==> src/design/serial_frame_deframer_crc8_core_assert.svh <==
// Assertion macros shared by the deframer modules.
// Each macro expects signals named clk and rst_n in the module that uses it.
`ifndef SERIAL_FRAME_DEFRAMER_CRC8_CORE_ASSERT_SVH
`define SERIAL_FRAME_DEFRAMER_CRC8_CORE_ASSERT_SVH

// Property that must hold in the same cycle whenever the condition is true.
`define SFD_ASSERT_IMPL(label, ante, cons, msg) \
    label: assert property (@(posedge clk) disable iff (!rst_n) (ante) |-> (cons)) \
        else $error(msg);

// Property that must hold in the cycle after the condition is true.
`define SFD_ASSERT_NEXT(label, ante, cons, msg) \
    label: assert property (@(posedge clk) disable iff (!rst_n) (ante) |=> (cons)) \
        else $error(msg);

`endif

==> src/design/sfd_pkg.sv <==
// Shared types, constants and the CRC-8 step for the frame deframer.
// No dependencies; every module imports this package.
package sfd_pkg;

    // Fixed field widths of the result item.
    localparam int BYTE_W       = 8;
    localparam int LEN_W        = 7;
    localparam int IDX_W        = 6;
    // Address width that covers the largest frame store (64 + 4 entries).
    localparam int STORE_ADDR_W = 7;

    // Frame layout: id, len, payload, crc.
    localparam int FRAME_OVERHEAD = 3;
    localparam int MIN_STORED     = 3;
    localparam int PAYLOAD_BASE   = 2;
    localparam int ID_POS         = 0;
    localparam int LEN_POS        = 1;

    // Command queue between the front and the back.
    localparam int QUEUE_DEPTH = 4;
    localparam int QPTR_W      = $clog2(QUEUE_DEPTH);
    localparam int QCNT_W      = $clog2(QUEUE_DEPTH + 1);

    // Configuration register indexes.
    typedef enum logic [1:0] {
        REG_HEAD  = 2'd0,
        REG_TAIL  = 2'd1,
        REG_POLY  = 2'd2,
        REG_START = 2'd3
    } sfd_reg_t;

    // Reset values of the configuration registers.
    localparam logic [BYTE_W-1:0] HEAD_RESET  = 8'h00;
    localparam logic [BYTE_W-1:0] TAIL_RESET  = 8'h00;
    localparam logic [BYTE_W-1:0] POLY_RESET  = 8'h07;
    localparam logic [BYTE_W-1:0] START_RESET = 8'h00;

    // Configuration values seen by the front.
    typedef struct packed {
        logic [BYTE_W-1:0] head;
        logic [BYTE_W-1:0] tail;
        logic [BYTE_W-1:0] poly;
        logic [BYTE_W-1:0] start;
    } sfd_cfg_t;

    // Command kinds passed from the front to the back.
    typedef enum logic {
        CMD_STORE = 1'b0,
        CMD_EMIT  = 1'b1
    } sfd_op_t;

    typedef struct packed {
        sfd_op_t                 op;
        logic [BYTE_W-1:0]       data;
        logic [STORE_ADDR_W-1:0] addr;
        logic [BYTE_W-1:0]       id;
        logic [LEN_W-1:0]        len;
    } sfd_cmd_t;

    // Back-end sequencer states.
    typedef enum logic [1:0] {
        B_IDLE,
        B_READ,
        B_PUT,
        B_EMPTY
    } sfd_bstate_t;

    // One byte through an MSB-first, unreflected CRC-8 with no final XOR.
    function automatic logic [BYTE_W-1:0] crc8_feed(
        input logic [BYTE_W-1:0] crc,
        input logic [BYTE_W-1:0] data,
        input logic [BYTE_W-1:0] poly
    );
        logic [BYTE_W-1:0] c;
        c = crc ^ data;
        for (int i = 0; i < BYTE_W; i++) begin
            if (c[BYTE_W-1])
            begin
                c = (c << 1) ^ poly;
            end
            else
            begin
                c = c << 1;
            end
        end
        return c;
    endfunction

endpackage

==> src/design/sfd_front.sv <==
// Front of the deframer: tracks framing, running CRC and frame checks.
// Depends on sfd_pkg; issues store and emit commands to the queue.
`include "serial_frame_deframer_crc8_core_assert.svh"

module sfd_front
    import sfd_pkg::*;
#(
    parameter int MAX_PAYLOAD = 64
)
(
    input  logic                  clk,
    input  logic                  rst_n,
    input  sfd_cfg_t              cfg,
    input  logic                  in_valid,
    input  logic [BYTE_W-1:0]     in_byte,
    output logic                  q_push,
    output sfd_cmd_t              q_cmd,
    input  logic                  q_full
);

    localparam int DEPTH = MAX_PAYLOAD + 4;
    localparam int CNT_W = $clog2(DEPTH + 1);

    logic              synced_reg, synced_next;
    logic [CNT_W-1:0]  count_reg, count_next;
    logic [BYTE_W-1:0] crc_thru_reg, crc_thru_next;
    logic [BYTE_W-1:0] crc_before_reg, crc_before_next;
    logic [BYTE_W-1:0] id_reg, id_next;
    logic [BYTE_W-1:0] len_reg, len_next;
    logic [BYTE_W-1:0] last_reg, last_next;

    logic is_head, is_tail_end, has_room, frame_ok;

    // Classify the incoming item against the current framing state.
    assign is_head     = (in_byte == cfg.head);
    assign is_tail_end = (in_byte == cfg.tail) && (count_reg >= CNT_W'(MIN_STORED));
    assign has_room    = (count_reg < CNT_W'(DEPTH));
    assign frame_ok    = ((BYTE_W + 1)'(count_reg) == ({1'b0, len_reg} + 9'(FRAME_OVERHEAD)))
                         && (len_reg <= BYTE_W'(MAX_PAYLOAD))
                         && (crc_before_reg == last_reg);

    // Next framing state and the command that goes to the back.
    always_comb
    begin
        synced_next     = synced_reg;
        count_next      = count_reg;
        crc_thru_next   = crc_thru_reg;
        crc_before_next = crc_before_reg;
        id_next         = id_reg;
        len_next        = len_reg;
        last_next       = last_reg;
        q_push          = 1'b0;
        q_cmd.op        = CMD_STORE;
        q_cmd.data      = in_byte;
        q_cmd.addr      = STORE_ADDR_W'(count_reg);
        q_cmd.id        = id_reg;
        q_cmd.len       = len_reg[LEN_W-1:0];
        if (in_valid)
        begin
            if (!synced_reg)
            begin
                // Hunt for the head byte; everything else is dropped.
                if (is_head)
                begin
                    synced_next     = 1'b1;
                    count_next      = '0;
                    crc_thru_next   = cfg.start;
                    crc_before_next = cfg.start;
                end
            end
            else if (is_tail_end)
            begin
                // End of frame: hand a good frame to the back, drop a bad one.
                synced_next = 1'b0;
                if (frame_ok)
                begin
                    q_push   = 1'b1;
                    q_cmd.op = CMD_EMIT;
                end
            end
            else if (has_room)
            begin
                // Ordinary frame byte: store it and advance the CRC.
                q_push          = 1'b1;
                count_next      = count_reg + CNT_W'(1);
                crc_before_next = crc_thru_reg;
                crc_thru_next   = crc8_feed(crc_thru_reg, in_byte, cfg.poly);
                last_next       = in_byte;
                if (count_reg == CNT_W'(ID_POS))
                begin
                    id_next = in_byte;
                end
                if (count_reg == CNT_W'(LEN_POS))
                begin
                    len_next = in_byte;
                end
            end
            else
            begin
                // Store overflow abandons the frame.
                synced_next = 1'b0;
            end
        end
    end

    // Framing control state.
    always_ff @(posedge clk or negedge rst_n)
    begin
        if (!rst_n)
        begin
            synced_reg     <= 1'b0;
            count_reg      <= '0;
            crc_thru_reg   <= START_RESET;
            crc_before_reg <= START_RESET;
        end
        else
        begin
            synced_reg     <= synced_next;
            count_reg      <= count_next;
            crc_thru_reg   <= crc_thru_next;
            crc_before_reg <= crc_before_next;
        end
    end

    // Captured header fields and the most recent stored byte.
    always_ff @(posedge clk)
    begin
        id_reg   <= id_next;
        len_reg  <= len_next;
        last_reg <= last_next;
    end

    `SFD_ASSERT_IMPL(a_front_push_room, q_push, !q_full,
        "front pushed a command into a full queue")
    `SFD_ASSERT_NEXT(a_front_emit_unsync, q_push && (q_cmd.op == CMD_EMIT), !synced_reg,
        "front stayed in a frame after handing it off")

endmodule

==> src/design/sfd_queue.sv <==
// Short command queue between the deframer front and back.
// Depends on sfd_pkg for the command type and depth.
`include "serial_frame_deframer_crc8_core_assert.svh"

module sfd_queue
    import sfd_pkg::*;
(
    input  logic     clk,
    input  logic     rst_n,
    input  logic     push,
    input  sfd_cmd_t push_cmd,
    output logic     full,
    input  logic     pop,
    output sfd_cmd_t pop_cmd,
    output logic     empty
);

    sfd_cmd_t            entry_reg [QUEUE_DEPTH];
    logic [QPTR_W-1:0]   wr_ptr_reg, wr_ptr_next;
    logic [QPTR_W-1:0]   rd_ptr_reg, rd_ptr_next;
    logic [QCNT_W-1:0]   cnt_reg, cnt_next;
    logic                do_push, do_pop;

    // Status and guarded handshakes.
    assign full    = (cnt_reg == QCNT_W'(QUEUE_DEPTH));
    assign empty   = (cnt_reg == '0);
    assign do_push = push && !full;
    assign do_pop  = pop && !empty;
    assign pop_cmd = entry_reg[rd_ptr_reg];

    // Pointer and occupancy update.
    always_comb
    begin
        wr_ptr_next = do_push ? wr_ptr_reg + QPTR_W'(1) : wr_ptr_reg;
        rd_ptr_next = do_pop  ? rd_ptr_reg + QPTR_W'(1) : rd_ptr_reg;
        cnt_next    = cnt_reg;
        if (do_push && !do_pop)
        begin
            cnt_next = cnt_reg + QCNT_W'(1);
        end
        else if (do_pop && !do_push)
        begin
            cnt_next = cnt_reg - QCNT_W'(1);
        end
    end

    always_ff @(posedge clk or negedge rst_n)
    begin
        if (!rst_n)
        begin
            wr_ptr_reg <= '0;
            rd_ptr_reg <= '0;
            cnt_reg    <= '0;
        end
        else
        begin
            wr_ptr_reg <= wr_ptr_next;
            rd_ptr_reg <= rd_ptr_next;
            cnt_reg    <= cnt_next;
        end
    end

    // Entry storage.
    always_ff @(posedge clk)
    begin
        if (do_push)
        begin
            entry_reg[wr_ptr_reg] <= push_cmd;
        end
    end

    `SFD_ASSERT_NEXT(a_queue_grow, push && !full && !(pop && !empty),
        cnt_reg == $past(cnt_reg) + QCNT_W'(1), "queue occupancy did not grow on push")

endmodule

==> src/design/sfd_back.sv <==
// Back of the deframer: frame store memory and the result sequencer.
// Depends on sfd_pkg; consumes commands from the queue.
`include "serial_frame_deframer_crc8_core_assert.svh"

module sfd_back
    import sfd_pkg::*;
#(
    parameter int MAX_PAYLOAD = 64
)
(
    input  logic              clk,
    input  logic              rst_n,
    input  sfd_cmd_t          q_cmd,
    input  logic              q_empty,
    output logic              q_pop,
    output logic              out_valid,
    input  logic              out_pop,
    output logic [BYTE_W-1:0] out_id,
    output logic [LEN_W-1:0]  out_len,
    output logic [IDX_W-1:0]  out_idx,
    output logic [BYTE_W-1:0] out_byte,
    output logic              out_has,
    output logic              out_last
);

    localparam int DEPTH  = MAX_PAYLOAD + 4;
    localparam int ADDR_W = $clog2(DEPTH);

    sfd_bstate_t       state_reg, state_next;
    logic [IDX_W-1:0]  k_reg, k_next;
    logic [BYTE_W-1:0] id_reg, id_next;
    logic [LEN_W-1:0]  len_reg, len_next;

    logic [BYTE_W-1:0] mem [DEPTH];
    logic [BYTE_W-1:0] rd_data_reg;
    logic [ADDR_W-1:0] rd_addr;
    logic              mem_we;

    logic              out_valid_reg, out_valid_next;
    logic [BYTE_W-1:0] out_id_reg;
    logic [LEN_W-1:0]  out_len_reg;
    logic [IDX_W-1:0]  out_idx_reg;
    logic [BYTE_W-1:0] out_byte_reg;
    logic              out_has_reg;
    logic              out_last_reg;

    logic slot_free, at_last, out_load;

    assign slot_free = !out_valid_reg || out_pop;
    assign at_last   = ((LEN_W)'(k_reg) + LEN_W'(1)) == len_reg;
    assign rd_addr   = ADDR_W'(k_reg) + ADDR_W'(PAYLOAD_BASE);

    // Sequencer next state.
    always_comb
    begin
        state_next = state_reg;
        case (state_reg)
            B_IDLE:
            begin
                if (!q_empty && (q_cmd.op == CMD_EMIT))
                begin
                    state_next = (q_cmd.len == '0) ? B_EMPTY : B_READ;
                end
            end
            B_READ:
            begin
                state_next = B_PUT;
            end
            B_PUT:
            begin
                if (slot_free)
                begin
                    state_next = at_last ? B_IDLE : B_READ;
                end
            end
            B_EMPTY:
            begin
                if (slot_free)
                begin
                    state_next = B_IDLE;
                end
            end
            default:
            begin
                state_next = B_IDLE;
            end
        endcase
    end

    // Sequencer outputs and working registers.
    always_comb
    begin
        q_pop    = (state_reg == B_IDLE) && !q_empty;
        mem_we   = q_pop && (q_cmd.op == CMD_STORE);
        out_load = slot_free && ((state_reg == B_PUT) || (state_reg == B_EMPTY));
        id_next  = id_reg;
        len_next = len_reg;
        k_next   = k_reg;
        if (q_pop && (q_cmd.op == CMD_EMIT))
        begin
            id_next  = q_cmd.id;
            len_next = q_cmd.len;
            k_next   = '0;
        end
        else if ((state_reg == B_PUT) && slot_free)
        begin
            k_next = k_reg + IDX_W'(1);
        end
        out_valid_next = out_load ? 1'b1 : (out_pop ? 1'b0 : out_valid_reg);
    end

    always_ff @(posedge clk or negedge rst_n)
    begin
        if (!rst_n)
        begin
            state_reg     <= B_IDLE;
            k_reg         <= '0;
            out_valid_reg <= 1'b0;
        end
        else
        begin
            state_reg     <= state_next;
            k_reg         <= k_next;
            out_valid_reg <= out_valid_next;
        end
    end

    // Frame header of the frame being emitted.
    always_ff @(posedge clk)
    begin
        id_reg  <= id_next;
        len_reg <= len_next;
    end

    // Frame store: one write port from the queue, one registered read port.
    always_ff @(posedge clk)
    begin
        if (mem_we)
        begin
            mem[q_cmd.addr[ADDR_W-1:0]] <= q_cmd.data;
        end
        rd_data_reg <= mem[rd_addr];
    end

    // Output register holding the oldest waiting result.
    always_ff @(posedge clk)
    begin
        if (out_load)
        begin
            out_id_reg  <= id_reg;
            out_len_reg <= len_reg;
            if (state_reg == B_PUT)
            begin
                out_idx_reg  <= k_reg;
                out_byte_reg <= rd_data_reg;
                out_has_reg  <= 1'b1;
                out_last_reg <= at_last;
            end
            else
            begin
                out_idx_reg  <= '0;
                out_byte_reg <= '0;
                out_has_reg  <= 1'b0;
                out_last_reg <= 1'b1;
            end
        end
    end

    assign out_valid = out_valid_reg;
    assign out_id    = out_id_reg;
    assign out_len   = out_len_reg;
    assign out_idx   = out_idx_reg;
    assign out_byte  = out_byte_reg;
    assign out_has   = out_has_reg;
    assign out_last  = out_last_reg;

    `SFD_ASSERT_IMPL(a_back_empty_last, out_valid_reg && !out_has_reg,
        out_last_reg && (out_byte_reg == '0), "empty-payload result not marked last")
    `SFD_ASSERT_NEXT(a_back_idle_after_last, out_load && (state_reg == B_PUT) && at_last,
        state_reg == B_IDLE, "sequencer kept running after the last payload byte")

endmodule

==> src/design/serial_frame_deframer_crc8_core.sv <==
// Top level of the head/tail framed byte-stream deframer with CRC-8 check.
// Depends on sfd_pkg, sfd_front, sfd_queue and sfd_back.
//
// Usage: received bytes enter on rx_byte and are taken when push is high and
// full is low. A frame is head, id, len, payload, crc, tail; the CRC-8
// (MSB-first, configurable polynomial and start value) covers id, len and
// payload. Good frames produce one result per payload byte, or a single
// result with has_data low for an empty payload; last marks the final one.
// Bad, short, oversized or overflowing frames vanish without a result.
// Results wait on the output ports while empty is low and leave on pop.
// Throughput: the front takes one byte per cycle while the command queue
// has room. The back fetches each payload byte from the frame store in
// B_READ (a registered read), puts it out in B_PUT, and pops no commands
// while a frame drains, so full can rise meanwhile. After the tail byte
// is taken, the emit command goes through the queue before the back acts.
// If the receiver stops popping, a result waits in the output register,
// then the queue fills and full holds off new bytes; nothing is lost.
// Reset returns to hunting for the head byte, empties the queue and loads
// the register defaults (polynomial 0x07, others zero); the frame store
// needs no clearing. Registers sit at byte addresses 0, 4, 8, 12.
module serial_frame_deframer_crc8_core
    import sfd_pkg::*;
#(
    parameter int MAX_PAYLOAD = 64
)
(
    input  logic              clk,
    input  logic              rst_n,
    // Configuration port
    input  logic              psel,
    input  logic              penable,
    input  logic              pwrite,
    input  logic [3:0]        paddr,
    input  logic [31:0]       pwdata,
    output logic [31:0]       prdata,
    output logic              pready,
    // Input channel
    input  logic              push,
    output logic              full,
    input  logic [BYTE_W-1:0] rx_byte,
    // Result channel
    output logic              empty,
    input  logic              pop,
    output logic [BYTE_W-1:0] frame_id,
    output logic [LEN_W-1:0]  payload_length,
    output logic [IDX_W-1:0]  payload_index,
    output logic [BYTE_W-1:0] payload_byte,
    output logic              has_data,
    output logic              last
);

    sfd_cfg_t          cfg_reg;
    logic              cfg_we;
    sfd_reg_t          cfg_sel;

    logic              q_push, q_full, q_pop, q_empty;
    sfd_cmd_t          q_in_cmd, q_out_cmd;
    logic              out_valid;

    // Configuration register file.
    assign pready  = 1'b1;
    assign cfg_we  = psel && penable && pwrite && pready;
    assign cfg_sel = sfd_reg_t'(paddr[3:2]);

    always_ff @(posedge clk or negedge rst_n)
    begin
        if (!rst_n)
        begin
            cfg_reg.head  <= HEAD_RESET;
            cfg_reg.tail  <= TAIL_RESET;
            cfg_reg.poly  <= POLY_RESET;
            cfg_reg.start <= START_RESET;
        end
        else if (cfg_we)
        begin
            case (cfg_sel)
                REG_HEAD:  cfg_reg.head  <= pwdata[BYTE_W-1:0];
                REG_TAIL:  cfg_reg.tail  <= pwdata[BYTE_W-1:0];
                REG_POLY:  cfg_reg.poly  <= pwdata[BYTE_W-1:0];
                REG_START: cfg_reg.start <= pwdata[BYTE_W-1:0];
                default:   cfg_reg.head  <= cfg_reg.head;
            endcase
        end
    end

    // Register read-back.
    always_comb
    begin
        case (cfg_sel)
            REG_HEAD:  prdata = 32'(cfg_reg.head);
            REG_TAIL:  prdata = 32'(cfg_reg.tail);
            REG_POLY:  prdata = 32'(cfg_reg.poly);
            REG_START: prdata = 32'(cfg_reg.start);
            default:   prdata = '0;
        endcase
    end

    // Input acceptance is gated by the command queue.
    assign full = q_full;

    sfd_front #(
        .MAX_PAYLOAD (MAX_PAYLOAD)
    ) u_front (
        .clk      (clk),
        .rst_n    (rst_n),
        .cfg      (cfg_reg),
        .in_valid (push && !q_full),
        .in_byte  (rx_byte),
        .q_push   (q_push),
        .q_cmd    (q_in_cmd),
        .q_full   (q_full)
    );

    sfd_queue u_queue (
        .clk      (clk),
        .rst_n    (rst_n),
        .push     (q_push),
        .push_cmd (q_in_cmd),
        .full     (q_full),
        .pop      (q_pop),
        .pop_cmd  (q_out_cmd),
        .empty    (q_empty)
    );

    sfd_back #(
        .MAX_PAYLOAD (MAX_PAYLOAD)
    ) u_back (
        .clk       (clk),
        .rst_n     (rst_n),
        .q_cmd     (q_out_cmd),
        .q_empty   (q_empty),
        .q_pop     (q_pop),
        .out_valid (out_valid),
        .out_pop   (pop),
        .out_id    (frame_id),
        .out_len   (payload_length),
        .out_idx   (payload_index),
        .out_byte  (payload_byte),
        .out_has   (has_data),
        .out_last  (last)
    );

    assign empty = !out_valid;

endmodule

==> config.mk <==
export PLATFORM = sky130hd
export DESIGN_NAME = serial_frame_deframer_crc8_core
export DESIGN_NICKNAME = d
export VERILOG_FILES = /design/src/design/sfd_pkg.sv /design/src/design/sfd_front.sv /design/src/design/sfd_queue.sv /design/src/design/sfd_back.sv /design/src/design/serial_frame_deframer_crc8_core.sv
export VERILOG_INCLUDE_DIRS = /design/src /design/src/design
export SDC_FILE = /design/constraint.sdc
export NUM_CORES = 1
export LEC_CHECK = 0
export BUFFER_PORTS_ARGS = -buffer_cell sky130_fd_sc_hd__buf_2
export CAP_MARGIN = 5
export CORE_MARGIN = 4
export CORE_UTILIZATION = 30
export CTS_CLUSTER_SIZE = 10
export DETAILED_ROUTE_END_ITERATION = 7
export PLACE_DENSITY = 0.47
export SYNTH_ARGS = -nofsm -noshare
export SYNTH_HDL_FRONTEND = slang
export SYNTH_HIERARCHICAL = 1
export SYNTH_SLANG_ARGS = --single-unit
==> constraint.sdc <==
create_clock -name clk -period 4.6 [get_ports clk]
set_input_delay 0.92 -clock clk [delete_from_list [all_inputs] [get_ports clk]]
set_output_delay 0.92 -clock clk [all_outputs]
set_load 0.005 [all_outputs]
# Word level (Yosys, flattened, before mapping)
# Memory sizes are Yosys's and may differ from the RTL's. A register that Yosys moved wholly into a read port is not among the register bits.
# Cells that the tools add are included.
# totals
ram_bits	668
ff_bits	142
input_bits	51
elab_cells	185
n_memories	2
output_inout_bits	66
# mem_list
name	words	word_bits	read_ports	rd_clocked_by_memory_dff	wr	line	rtl
u_back.mem	68	8	1	1	1	sfd_back.sv:34	logic [BYTE_W-1:0] mem [DEPTH];
u_queue.entry_reg	4	31	1	0	1	sfd_queue.sv:18	sfd_cmd_t entry_reg [QUEUE_DEPTH];
# op_classes
magnitude_cmp	3
muxes	76
bitwise	11
n_eq_ne	18
addsub	9
reduce_logical	41
# ops
op	count
8-bit two-way mux	43
32-bit one-hot mux with 4 select lines	1
8-bit bitwise XOR	9
7-bit two-way mux	4
8-bit == test	3
1-bit two-way mux	19
1-bit logical AND	16
7-bit logical NOT	2
6-bit two-way mux	2
5-bit AND reduction	2
8-bit by 2-bit adder with 9-bit output, second input constant	1
7-bit by 9-bit == test with 1-bit output	1
2-bit == test, second input constant	4
8-bit by 7-bit <= comparator with 1-bit output, second input constant	1
2-bit two-way mux	4
2-bit one-hot mux with 4 select lines	1
2-bit AND reduction	4
4-bit AND reduction	2
2-bit nonzero test	4
6-bit by 1-bit adder with 7-bit output, second input constant	1
6-bit by 2-bit adder with 7-bit output, second input constant	1
7-bit by 1-bit adder with 7-bit output, second input constant	1
7-bit by 1-bit == test with 1-bit output, second input constant	1
7-bit == test	1
other kinds (17)	30

# Longest topological paths before layout
# depth
word_depth	48
depth_mapped	16
ltp_nobuf	15

# Hierarchy
# The synthesis kept the hierarchy.
# by_module_without_submodules
mod	n_inst	seq_area_each_um2	cells_per_inst	area_each_um2
sfd_back	1	17621.9	1192	22923.2
sfd_queue	1	3898.7	198	4944.7
sfd_front	1	1321.3	483	4279.1
serial_frame_deframer_crc8_core	1	804.5	109	1639.1

# Worst setup path after synthesis
# Ideal clock, no wire load.
# synth_timing
path_kind	input -> register
from	in rx_byte[5]
to	reg u_front.crc_thru_reg[6]
path_slack_ns	0.231
n_path_buf	2
t_arrival_ns	4.251
t_required_ns	4.481
cell_stages	14
setup_ns	0.119
cell_sequence	xnor2_2 o21ai_0 and2_1 clkbuf_1 o41a_1 and3_1 or2_1 buf_4 xnor2_1 or3_4 a211o_1 and3_1 xnor3_1 a21o_1
# synth_via
elab_chain_len	47
word_cells_on_any_way	53
classes_between	3 x eq/ne; 39 x mux; 8 x bitwise; 3 x reduce/logical
# synth_rtl
element	line	rtl
from (decl)	serial_frame_deframer_crc8_core.sv:40	input logic [BYTE_W-1:0] rx_byte,
8-bit bitwise XOR	sfd_pkg.sv:75	c = crc ^ data;
8-bit bitwise XOR	sfd_pkg.sv:79	c = (c << 1) ^ poly;
8-bit two-way mux	sfd_pkg.sv:77	if (c[BYTE_W-1])
8-bit two-way mux	sfd_front.sv:81	else if (has_room)
8-bit two-way mux	sfd_front.sv:71	else if (is_tail_end)
8-bit two-way mux	sfd_front.sv:60	if (!synced_reg)
8-bit two-way mux	sfd_front.sv:58	if (in_valid)
8-bit bitwise XOR	sfd_pkg.sv:79	
[31 not listed]	n/a	
8-bit two-way mux	sfd_front.sv:71	
8-bit two-way mux	sfd_front.sv:60	
8-bit two-way mux	sfd_front.sv:58	
8-bit bitwise XOR	sfd_pkg.sv:79	
8-bit two-way mux	sfd_pkg.sv:77	
8-bit two-way mux	sfd_front.sv:81	
8-bit two-way mux	sfd_front.sv:71	
8-bit two-way mux	sfd_front.sv:60	
to (signal assigned)	sfd_front.sv:120	crc_thru_reg <= crc_thru_next;
to (decl)	sfd_front.sv:26	logic [BYTE_W-1:0] crc_thru_reg, crc_thru_next;
# Parallel ways exist; a longest one is shown, timed or not. The select of a mux whose other input is x is not followed.
# A chain may end at the register's enable or synchronous reset.

# Worst setup path after layout
# layout_timing
from	reg u_front.crc_thru_reg[5]
to	reg u_front.crc_thru_reg[6]
# layout_via
elab_chain_len	47
# layout_rtl
element	line
8-bit bitwise XOR (*)	sfd_pkg.sv:75
8-bit bitwise XOR	sfd_pkg.sv:79
8-bit two-way mux (*)	sfd_pkg.sv:77
8-bit two-way mux (*)	sfd_front.sv:81
8-bit two-way mux (*)	sfd_front.sv:71
8-bit two-way mux (*)	sfd_front.sv:60
8-bit two-way mux (*)	sfd_front.sv:58
8-bit bitwise XOR	sfd_pkg.sv:79
[31 not listed]	n/a
8-bit two-way mux (*)	sfd_front.sv:71
8-bit two-way mux (*)	sfd_front.sv:60
8-bit two-way mux (*)	sfd_front.sv:58
8-bit bitwise XOR	sfd_pkg.sv:79
8-bit two-way mux (*)	sfd_pkg.sv:77
8-bit two-way mux (*)	sfd_front.sv:81
8-bit two-way mux (*)	sfd_front.sv:71
8-bit two-way mux (*)	sfd_front.sv:60
# Every way passes the cells marked *; elsewhere a longest branch is shown, timed or not. The select of a mux whose other input is x is not followed.

==> flow_summary.yaml <==
routing:
  vias: 17700
  drtIter0Drc: 1218
  drtAntennaViolNets: 0
  drt_drc_violations_left: 0
  first_pass_iters: 5
  wl_per_cell_microns: 21.8
  viasPerCell: 4.77
  routed_wirelength_microns: 80600
timing:
  final.min_clock_period_ns: 4.03
  slew_viol_final: 0
  fin_worst_skew_ns: 0.0425
  rsz0062_at_grt: "false"
  max-slew-margin-rel_pct: 32.2
  setup_violations: 0
  finalHoldViolations: 0
  setup_tns_ns: 0
  max_slew.worst_pin.slew_ns: 1.02
  max_freq_mhz: 248
  period_share_pct: 87.5
run:
  max_cap_viol_count: 0
power:
  power_mw: 24.7
  ir_drop_mv: 0.430
  power_density_nw_per_um2: 635
  p_leak_nw: 13.1
global_routing:
  grt_max_degree: 131
  grt_pass1_vias: 18200
  grt_use_total_pct: 13.6
  grt_first_pass_wirelength_microns: 120000
  overflow: 0
  grt_antenna_before_repair: 1
finish:
  largest_reg_flops: 528
  syn_to_final_growth_pct: 15.2
  drive_gt1_share_pct: 23.8
  final_cells: 3702
  nets: 2210
  fill_cells: 10600
die:
  die_x_microns: 344
  io_pins: 117
  num_rows: 122
  coreArea_sq_um: 111000
  start_util_pct: 30.4
  die_h_microns: 344
  dieArea_sq_um: 118000
critical_path:
  crit_required_ns: 5.14
  crit_slowest_cell: "dfrtp_1"
  crit_top_cell: "and3_1"
  reg2reg_from: "u_front/crc_thru_reg[5]"
  reg2reg_to: "u_front/crc_thru_reg[6]"
  crit_type: "reg2reg"
  rr_worst_depth: 12
  crit_chain: "xnor2_2 -> o21ai_0 -> and2_1 -> o41a_1 -> and3_1 -> or2_1 -> xnor2_1 -> or3_4 -> a211o_1 -> and3_1 -> xnor3_1 -> a21o_1"
  cp-end-kind: "flip-flop"
  worstPathMaxFanout: 6
  max_stage_delay_ns: 0.49
  worstPathArrival_ns: 4.57
  start_kind: "flip-flop"
  reg2reg_slack_ns: 0.57
synth:
  yosys_warnings: 6
  syn_inst: 1982
  synth-seq-cells: 802
  syn_area_sq_um: 33800
  synth.distinct_cells: 86
  ys_seq_area_share_pct: 70.0
  synth_edf_count: 722
  async_flop_share_pct: 8.98
  avgSynthCellArea_sq_um: 17.0
  ys.flop_type: "edfxtp_1"
cts:
  cts_tree: "done"
  postCtsSetupBuffers: 0
  clockRootBuffer: "clkbuf_16"
  cts_hold_buf: 0
  clock-sinks: 802
  h-tree-depth: 3
  cts_buffers: 94
  cts_max_path_buffers: 3
  cts-resized-gates: 0
  insertion_delay_ns: 0.67
  clkTransAtPathRegs_ns: 0.07
status:
  status: "finished, final reports clean"
place:
  io_buffers: 65
  hpwl_microns: 51000
  gp_congestion: 0.780
  dpl.cell_count: 3539
worst_hold_path:
  hold_class: "in2async"
-- power by group --
group / leakage (nW) / internal, mW / switching (mW)
logic: 4.23 / 3.49 / 4.66
registers: 7.49 / 9.28 / 0.544
clock network: 1.33 / 3.87 / 2.86
-- layout by cell type (no fill, tap or decap), types with 4 or more instances in the layout --
master     count
nand3_1       32
mux2i_1       26
clkbuf_1      49
dfxtp_1        8
buf_12         6
buf_2         64
clkinv_2       4
or3_1          4
xnor2_1       56
mux2_2        34
nor4_1         9
nor3_1        14
a21oi_1       24
nor2_1       109
nor2b_1       13
xor2_1        41
o21ai_1       11
buf_4        112
conb_1        25
and3_1        15
edfxtp_1     722
ha_1          11
dfrtp_1       66
inv_1         20
mux4_2       164
a32o_1         8
nand2_1      240
nand2b_1       6
xor2_2         4
a31oi_1        8
o21ai_0       43
xnor3_1        7
nand4_1       17
clkinv_1       8
o22ai_1       25
clkbuf_16     95
a211o_1        4
or2_2          4
and2_1        22
-- area by class of cell --
cell class                 count  area (sq um)  share of cell area [%]
inverter                      22          82.6                   0.212
tap                         1488          1860                    4.78
clock buffer                 146          2590                    6.65
clock inverter                16           185                   0.476
multi-input combinational   1045          9280                    23.8
timing repair buffer         182          1280                    3.29
antenna                        1          2.50                 0.00643
sequential                   802         23700                    60.8
-- worst max-delay path by stage --
stage / from / to / slack (ns) / cells past startpoint
CTS: u_front/crc_thru_reg[5] / u_front/crc_thru_reg[6] / 0.57 / 12
global route: u_front/crc_thru_reg[5] / u_front/crc_thru_reg[6] / 0.33 / 13
global placement: rx_byte[5] / u_front/crc_thru_reg[6] / 0.03 / 13
floorplan: rx_byte[5] / u_front/crc_thru_reg[6] / 0.23 / 14
finish: u_front/crc_thru_reg[5] / u_front/crc_thru_reg[6] / 0.57 / 12
detailed placement: rx_byte[5] / u_front/crc_thru_reg[6] / 0.002 / 13
-- critical path, delay by kind of cell, from the launching register on --
family                    cells  cell delay, ns
and+or+nand+nor               5            1.25
DFF                           1            0.49
xor gates and xnor gates      3            1.01
AOI/OAI and AO/OA             4            1.18
-- synth_stat cells (all sizes together) (20+ instances only) --
library cell    n  area share (%)
edfxtp        722              64
mux2i          26            0.77
nand2         240             2.7
clkbuf         39            0.43
o21ai          54            0.80
mux4          167              11
dfrtp          69             5.1
nor2          109             1.2
xnor2          61             1.8
mux2           35             1.2
a21oi          24            0.36
inv            20            0.22
xor2           46             1.3
o22ai          25            0.46
and2           23            0.43
buf            97             2.2
nand3          34            0.53
-- stage by stage --
step	util, %	hold WS (ns)	setup WS, ns	area [sq um]
finish	35.0	0.232	0.574	38900
global route	35.0	0.231	0.333	38900
CTS	35.0	0.221	0.574	38900
detailed placement	32.5	0.408	0.00174	36200
global placement	32.5	0.413	0.0270	36200
floorplan	-	0.400	0.231	33900
-- layer usage --
metal,up-vias,share of wire (%),GRT usage [%],routed length (microns)
li1,7913,-,-,-
met1,9223,44,18.7,35500
met2,422,50,22.6,40000
met4,0,2.1,3.41,1680
met3,113,4.3,2.25,3460
met5,-,0,0,0
-- logic make-up (layout without fill, tap and decap cells) --
| logic type | count (synthesis) | after routing | share of synthesized area (%) |
|---|---|---|---|
| DFF | 802 | 802 | 70.0 |
| and+or+nand+nor | 513 | 513 | 6.99 |
| muxes | 228 | 228 | 13.1 |
| buffers and inverters | 158 | 366 | 2.87 |
| AOI/OAI and AO/OA | 152 | 152 | 2.93 |
| xor gates and xnor gates | 115 | 115 | 3.61 |
| adders and majority gates | 12 | 12 | 0.467 |
| other | 2 | 26 | 0.0222 |
No activity file was read; power rests on OpenSTA's default activity.
